## config.mk

```make
export PLATFORM = sky130hd
export DESIGN_NAME = ttl_div_cell
export DESIGN_NICKNAME = d
export VERILOG_FILES = /design/src/rtl/ttl_pkg.sv /design/src/rtl/ttl_div_cell.sv
export SDC_FILE = /design/constraint.sdc
export NUM_CORES = 1
export LEC_CHECK = 0
export BUFFER_PORTS_ARGS = -buffer_cell sky130_fd_sc_hd__buf_2
export CORE_ASPECT_RATIO = 2
export CORE_UTILIZATION = 42
export CTS_BUF_LIST = sky130_fd_sc_hd__clkbuf_8
export DETAILED_ROUTE_END_ITERATION = 16
export PLACE_DENSITY = 0.76
export SYNTH_ARGS = -nofsm -noshare
export SYNTH_HDL_FRONTEND = slang
export SYNTH_SLANG_ARGS = --single-unit
```

## constraint.sdc

```tcl
create_clock -name clk -period 3 [get_ports clk]
set_input_delay 0.6 -clock clk [delete_from_list [all_inputs] [get_ports clk]]
set_output_delay 0.6 -clock clk [all_outputs]
set_load 0.02 [all_outputs]
```

## src/rtl/ttl_pkg.sv

```systemverilog
// Shared types and constants for the thermistor temperature linearizer.
// Used by the divider cells, the polynomial cells and the top level.
package ttl_pkg;

  localparam int FS_BITS       = 16;
  localparam int ACC_BITS      = 32;
  localparam int X_BITS        = 31;
  localparam int TEMP_BITS     = 16;
  localparam int NUM_COEF_REGS = 6;
  localparam int CFG_ADDR_BITS = 3;
  localparam int CFG_DATA_BITS = 32;

  localparam logic [CFG_ADDR_BITS-1:0] REG_FULL_SCALE = 3'd0;
  localparam logic [CFG_ADDR_BITS-1:0] REG_COEF_ZERO  = 3'd1;
  localparam logic [CFG_ADDR_BITS-1:0] REG_COEF_ONE   = 3'd2;
  localparam logic [CFG_ADDR_BITS-1:0] REG_COEF_TWO   = 3'd3;
  localparam logic [CFG_ADDR_BITS-1:0] REG_COEF_THREE = 3'd4;
  localparam logic [CFG_ADDR_BITS-1:0] REG_COEF_FOUR  = 3'd5;
  localparam logic [CFG_ADDR_BITS-1:0] REG_COEF_FIVE  = 3'd6;

  localparam logic [FS_BITS-1:0] FULL_SCALE_RESET = 16'd4095;

  localparam logic signed [ACC_BITS-1:0] COEF_RESET [NUM_COEF_REGS] = '{
    32'sd7307264, -32'sd16423322, 32'sd21993882,
    -32'sd16357786, 32'sd5962465, -32'sd822477
  };

  localparam logic signed [ACC_BITS-1:0] ACC_MAX = 32'sh7fff_ffff;
  localparam logic signed [ACC_BITS-1:0] ACC_MIN = 32'sh8000_0000;
  localparam logic signed [TEMP_BITS-1:0] TEMP_MAX = 16'sh7fff;
  localparam logic signed [TEMP_BITS-1:0] TEMP_MIN = 16'sh8000;

  typedef struct packed {
    logic valid;
    logic zero;
    logic sat;
  } ttl_ctl_t;

endpackage

```

## src/rtl/ttl_div_cell.sv

```systemverilog
// One restoring division step: shifts in a numerator bit, subtracts the divisor
// when it fits and shifts the quotient bit into the numerator word.
// Depends on ttl_pkg for the control struct.
module ttl_div_cell #(
  parameter int ADC_BITS = 12,
  parameter int QW       = 32
) (
  input  logic                clk,
  input  logic                rst_n,
  input  logic                en,
  input  ttl_pkg::ttl_ctl_t   ctl_i,
  input  logic [ADC_BITS-1:0] dvs_i,
  input  logic [ADC_BITS-1:0] rem_i,
  input  logic [QW-1:0]       num_i,
  output ttl_pkg::ttl_ctl_t   ctl_o,
  output logic [ADC_BITS-1:0] dvs_o,
  output logic [ADC_BITS-1:0] rem_o,
  output logic [QW-1:0]       num_o
);

  ttl_pkg::ttl_ctl_t   ctl_r;
  logic [ADC_BITS-1:0] dvs_r;
  logic [ADC_BITS-1:0] rem_r;
  logic [QW-1:0]       num_r;
  logic [ADC_BITS-1:0] rem_nxt;
  logic [QW-1:0]       num_nxt;
  logic [ADC_BITS:0]   trial;
  logic [ADC_BITS:0]   diff;
  logic                fits;

  always_comb begin
    trial   = {rem_i, num_i[QW-1]};
    diff    = trial - {1'b0, dvs_i};
    fits    = trial >= {1'b0, dvs_i};
    rem_nxt = fits ? diff[ADC_BITS-1:0] : trial[ADC_BITS-1:0];
    num_nxt = {num_i[QW-2:0], fits};
  end

  always_ff @(posedge clk) begin
    if (!rst_n) begin
      ctl_r <= '0;
    end else if (en) begin
      ctl_r <= ctl_i;
    end
  end

  always_ff @(posedge clk) begin
    if (en) begin
      dvs_r <= dvs_i;
      rem_r <= rem_nxt;
      num_r <= num_nxt;
    end
  end

  assign ctl_o = ctl_r;
  assign dvs_o = dvs_r;
  assign rem_o = rem_r;
  assign num_o = num_r;

endmodule

```

==> results of run 1 <==
==> through the flow <==
stage                     total power [W]  utilization (%)  instance area, µm²  instances
after detailed placement          0.00148             56.4                3420        383
after global routing              0.00225             59.6                3610        399
final                             0.00216             59.6                3610        399
after floorplan                   0.00131                -                2650        173
after global placement            0.00147             56.4                3420        383
after CTS                         0.00219             59.6                3610        399
==> cell usage after synthesis <==
| master | instances |
|---|---|
| mux2i_1 | 6 |
| a221oi_1 | 1 |
| clkbuf_1 | 1 |
| nor3_1 | 3 |
| xor2_1 | 3 |
| xnor2_1 | 5 |
| o31a_1 | 2 |
| o41a_1 | 1 |
| nor2_1 | 9 |
| and2b_1 | 1 |
| o21bai_1 | 1 |
| o21ai_0 | 3 |
| o311a_4 | 1 |
| mux2_4 | 7 |
| ha_1 | 12 |
| o221a_2 | 1 |
| nor4_1 | 1 |
| o31ai_1 | 1 |
| a21oi_1 | 5 |
| nor2b_1 | 7 |
| a31o_2 | 1 |
| mux2_2 | 3 |
| o2111a_1 | 1 |
| nand3_1 | 9 |
| nor4_4 | 1 |
| a21boi_0 | 1 |
| nor2b_4 | 1 |
| a22oi_1 | 1 |
| edfxtp_1 | 56 |
| o21a_1 | 2 |
| nand2_1 | 4 |
| o211ai_1 | 1 |
| dfxtp_1 | 3 |
| fa_1 | 1 |
| and3_1 | 1 |
| inv_1 | 15 |
| buf_8 | 1 |
==> cell families (layout without fill, tap and decap cells) <==
family | after synthesis | after routing | share of synthesized area [%]
AOI/OAI and AO/OA | 23 | 23 | 6.90
xor gates and xnor gates | 8 | 8 | 2.65
adders and majority gates | 13 | 13 | 6.43
buffers and inverters | 17 | 159 | 2.84
DFF | 59 | 59 | 65.8
muxes | 16 | 16 | 7.52
and+or+nand+nor | 37 | 37 | 7.85
==> final cells by class <==
class | count | area (µm²)
Multi-Input combinational cell | 97 | 830
Clock buffer | 10 | 138
Fill cell | 505 | 2440
Timing Repair Buffer | 128 | 686
Inverter | 15 | 56.3
Clock inverter | 6 | 56.3
Tap cell | 84 | 105
Sequential cell | 59 | 1740
==> layer usage <==
metal,global-route usage (%),share of wire (%),vias to the layer above,routed length [µm]
met2,30.5,54,98,2920
met3,5.08,6.5,25,349
li1,-,-,921,-
met4,13.2,4.9,0,266
met5,0,0,-,0
met1,16.2,34,875,1860
==> state kept, by name, indices dropped and copies added (netlist names) <==
name,flops
dvs_o,12
rem_o,12
num_o,32
ctl_o,3
==> worst max-delay path by stage <==
stage	startpoint	slack (ps)	endpoint
2_1_floorplan	dvs_i[1]	130	rem_o[10]
3_5_place_dp	dvs_i[1]	-10	rem_o[2]
3_3_place_gp	dvs_i[1]	20	rem_o[2]
4_1_cts	dvs_i[1]	370	rem_o[2]
5_1_grt	dvs_i[1]	270	rem_o[11]
6_report	dvs_i[1]	350	rem_o[2]
==> power by group <==
group          leakage [nW]  switching, W  internal, W
combinational         0.948      0.000252     0.000198
sequential            0.573     0.0000169     0.000994
clock                 0.103      0.000301     0.000398
total                  1.62      0.000570      0.00159
==> reports/metrics.csv, run 1 <==
stage,metric,value,unit
sta,fin_crit_sh,88.4,%
clock_network,clk_pin_slew,70,ps
yosys,synth.area.top_cells,"edfxtp_1, ha_1, mux2_4, dfxtp_1, mux2i_1",
clock_network,cts-resized-gates,0,
sta,tns,0,ps
yosys,synth_nets,248,
clock_network,clock_path_buffers,2,
sta,fin_skew,0,ps
pwr,p_leak,1.62,nW
grt,grt_max_degree,31,
finish,final_layout_size_suffix_gt1_share,50.2,%
pwr,peakVddDrop,0.213,mV
die,die_height,114,µm
routing,remaining_drc_errors,0,
die,dieArea,6640,µm²
job,drv_cap,0,
yosys,seq_area_frac_synth,65.8,%
setup_path,crit_required,3090,ps
setup_path,path_depth,10,
grt,grt_pass1_wl,8250,µm
routing,wirelength,5400,µm
setup_path,critPathLaunchType,input port,
yosys,synth.top_cell.area_share,63.5,%
yosys,synth_cell_type_count,37,
sta,report.final.setup_viol,0,
sta,setup_ws,348,ps
yosys,synthesis.area,2650,µm²
die,fp.coreArea,6060,µm²
sta,hold_violations,0,
grt,overflow,0,
sta,worstMarginPinSlew,656,ps
run_status,status,finished clean,
setup_path,path_cells,buf_2 -> inv_1 -> ha_1 -> nor2b_4 -> o31a_1 -> o31a_1 -> o311a_4 -> nor4_4 -> buf_12 -> mux2_2,
routing,drt_iter0_drc,57,
place,routabilityCongestion,0.853,
grt,grt_use_total,17.4,%
grt,antenna_found_initial,0,
setup_path,max_stage_delay,340,ps
sta,whs,437,ps
hold_path,worstHoldPathCells,1,
place,dp_hpwl,4220,µm
yosys,yosysWarnings,0,
routing,wl_per_cell,13.5,µm
setup_path,cp_slowest_cell,mux2_2,
setup_path,reg2reg_slack,2380,ps
finish,antenna_cells,0,
setup_path,crit_path_frequent_cell,o31a_1,
clock_network,cts_made_buffers,9,
die,start_util,43.7,%
setup_path,crit_arrival,2740,ps
setup_path,crit_path_end_kind,flop,
yosys,syn_inst,173,
finish,final_nets,385,
finish,layout_common_cells,"buf_2, edfxtp_1, inv_1",
hold_path,holdPathEnd,num_o[3],
place,dp_worst_setup_slack,-12.9,ps
sta,rsz0062_at_grt,no,
yosys,yosysTopAreaCell,edfxtp_1,
clock_network,cts.sinks,59,
hold_path,min_from,num_i[2],
finish,area_delta_synth_final,36.5,%
sta,drv_slew,0,
clock_network,hold_buffers,0,
clock_network,clockRootBuffer,clkbuf_8,
clock_network,cts_setup_buffers,0,
setup_path,r2r-end,ctl_o[0],
setup_path,r2r-start,ctl_o[0],
clock_network,cts_tree,done,
yosys,synth.avg_cell_area,15.3,µm²
sta,slew-limit-headroom,56.2,%
hold_path,min_path_type,input port to flop,
finish,mostFrequentLayoutCell,buf_2,
place,io_buffers,120,
setup_path,cp_max_fo,13,
routing,postRouteAntennaNets,0,
setup_path,crit_buf_inv,3,
routing,firstDrtPassIters,4,
setup_path,reg2regPathDepth,2,
setup_path,critical_path.top_delay_family,compound AO/OA/AOI/OAI gates,
clock_network,clkLatencyLatePin,330,ps
setup_path,worstSetupPathType,input port to flop,
yosys,ys_ff_latch,59,
sta,final.min_clock_period,2650,ps
routing,vias_per_cell,4.81,
routing,vias,1919,
die,num_rows,40,
pwr,powerDensity,598,nW/µm²
clock_network,cts.htree.levels,3,
grt,grt_pass1_vias,1870,
die,die_w,58.1,µm
die,floorplan.io_pins,121,
sta,max_freq,377,MHz
Note: power is estimated with default switching activity, not from simulation.
==> run 2, diff against run 1 <==
--- a/config.mk
+++ b/config.mk
@@ -7,7 +7,6 @@
 export LEC_CHECK = 0
 export BUFFER_PORTS_ARGS = -buffer_cell sky130_fd_sc_hd__buf_2
-export CORE_ASPECT_RATIO = 2
+export CORE_ASPECT_RATIO = 0.9
 export CORE_UTILIZATION = 42
-export CTS_BUF_LIST = sky130_fd_sc_hd__clkbuf_8
 export DETAILED_ROUTE_END_ITERATION = 16
 export PLACE_DENSITY = 0.76
==> constraint.sdc (replaced) <==
create_clock -name clk -period 3 [get_ports clk]
set_input_delay 0.3 -clock clk [delete_from_list [all_inputs] [get_ports clk]]
set_output_delay 0.3 -clock clk [all_outputs]
set_load 0.02 [all_outputs]
==> run 2 against run 1 <==
- combinational power shrank 2%
- non-clock buffer count fell by 4
- routed wire length up 2.8%
- critical path depth did not move
- hold slack lost 290 ps
- design area fell by 0.17%
- global-route usage decreased by 0.51 points
- sequential share of layout area is 0.084 points higher
- sequential power barely moved
- critical path type unchanged
- largest power group unchanged
==> reports/metrics.csv, run 2 (synthesized netlist as in run 1, its figures left out) <==
stage,metric,value,unit
sta,drv_slew,0,
pwr,p_clk_share,37.4,%
finish,area_delta_synth_final,36.3,%
die,floorplan.io_pins,121,
pwr,internal-power,0.00173,W
sta,worstMarginPinSlew,1000,ps
finish,multiInputGateArea,830,µm²
sta,final.min_clock_period,2410,ps
finish,largest_reg_flops,32,
finish,fin_util,59.0,%
grt,grt_pass1_vias,1741,
setup_path,crit_required,3080,ps
routing,postRouteAntennaNets,0,
die,dieArea,6620,µm²
sta,fin_skew,0,ps
clock_network,cts_setup_buffers,0,
clock_network,clock_path_buffers,2,
sta,report.final.setup_viol,0,
die,die_height,77.3,µm
hold_path,min_path_type,input port to flop,
grt,overflow,0,
finish,mostFrequentLayoutCell,buf_2,
finish,final_layout_size_suffix_gt1_share,49.5,%
sta,rsz0062_at_grt,no,
routing,vias,1890,
grt,antenna_found_initial,0,
routing,wl_per_cell,13.9,µm
clock_network,cts_made_buffers,9,
routing,wirelength,5550,µm
finish,seq_area,1740,µm²
clock_network,cts.sinks,59,
die,die_w,85.7,µm
sta,tns,0,ps
routing,drt_iter0_drc,76,
setup_path,critPathLaunchType,input port,
finish,layout_common_cells,"buf_2, edfxtp_1, inv_1",
place,routabilityCongestion,0.857,
sta,slew-limit-headroom,33.3,%
run_status,status,finished clean,
pwr,pwr-share-seq,43.6,%
routing,firstDrtPassIters,6,
finish,num-fill-cells,466,
grt,grt_max_degree,46,
grt,grt_pass1_wl,8250,µm
sta,max_freq,416,MHz
clock_network,cts-resized-gates,0,
finish,antenna_cells,0,
clock_network,cts_tree,done,
place,dp_hpwl,4130,µm
place,io_buffers,120,
sta,fin_crit_sh,80.2,%
sta,hold_violations,0,
setup_path,crit_arrival,2490,ps
clock_network,clockRootBuffer,clkbuf_8,
job,drv_cap,0,
pwr,powerDensity,643,nW/µm²
finish,final_nets,381,
routing,remaining_drc_errors,0,
setup_path,worstSetupPathType,input port to flop,
routing,vias_per_cell,4.75,
pwr,p_comb_share,19.1,%
clock_network,clk_pin_slew,70,ps
setup_path,cp_max_fo,7,
grt,grt_use_total,16.9,%
setup_path,crit_path_end_kind,flop,
die,fp.coreArea,6110,µm²
pwr,p_leak,1.61,nW
clock_network,clkLatencyLatePin,320,ps
pwr,switchingPower,0.000586,W
die,num_rows,27,
clock_network,hold_buffers,0,
pwr,p_sw_share,25.3,%
die,start_util,43.3,%
clock_network,cts.htree.levels,3,
pwr,peakVddDrop,0.237,mV
==> run 2: worst paths after layout <==
path | startpoint | endpoint | slack (ps) | depth (start not counted)
hold / removal | num_i[7] | num_o[8] | 150 | 1
hold reg to reg | ctl_o[2] | ctl_o[2] | 520 | 2
setup reg to reg | ctl_o[0] | ctl_o[0] | 2380 | 2
setup / recovery | dvs_i[1] | rem_o[11] | 590 | 10
==> run 2: layout make-up <==
type	instances	share of cell area, %
Multi-Input combinational cell	97	23.0
Tap cell	87	3.02
Sequential cell	59	48.3
Clock inverter	7	3.19
Clock buffer	9	3.44
Inverter	15	1.56
Timing Repair Buffer	124	17.5
==> run 2: critical path, stage by stage <==
cell and delay, ps:
buf_2 120, inv_1 50, ha_1 300, nor2b_4 130, o31a_1 270, o31a_1 280, o311a_4 320, nor4_4 140
buf_4 220, mux2_2 350
==> run 2: layer usage <==
layer	GRT usage (%)	wire length, µm	vias to the layer above
li1	-	-	915
met1	20.5	2380	871
met2	26.7	2650	93
met3	5.06	400	11
met4	9.50	115	0
met5	0	0	-
==> run 2: power by group through the flow <==
stage          Clock (W)  Combinational (W)  Sequential (W)
3_3_place_gp           0           0.000432         0.00103
6_report        0.000866           0.000442         0.00101
5_1_grt         0.000919           0.000474         0.00102
2_1_floorplan          0           0.000176         0.00113
4_1_cts         0.000884           0.000444         0.00101
3_5_place_dp           0           0.000440         0.00103
==> run 2: metrics by stage <==
step	power, W	instance area [µm²]	hold slack [ps]	setup WS [ps]	cells
after detailed placement	0.00147	3370	478	256	382
after CTS	0.00234	3610	131	593	398
after floorplan	0.00131	2650	399	431	173
after global placement	0.00146	3370	477	302	382
after global routing	0.00241	3610	121	508	398
final	0.00232	3610	147	593	398
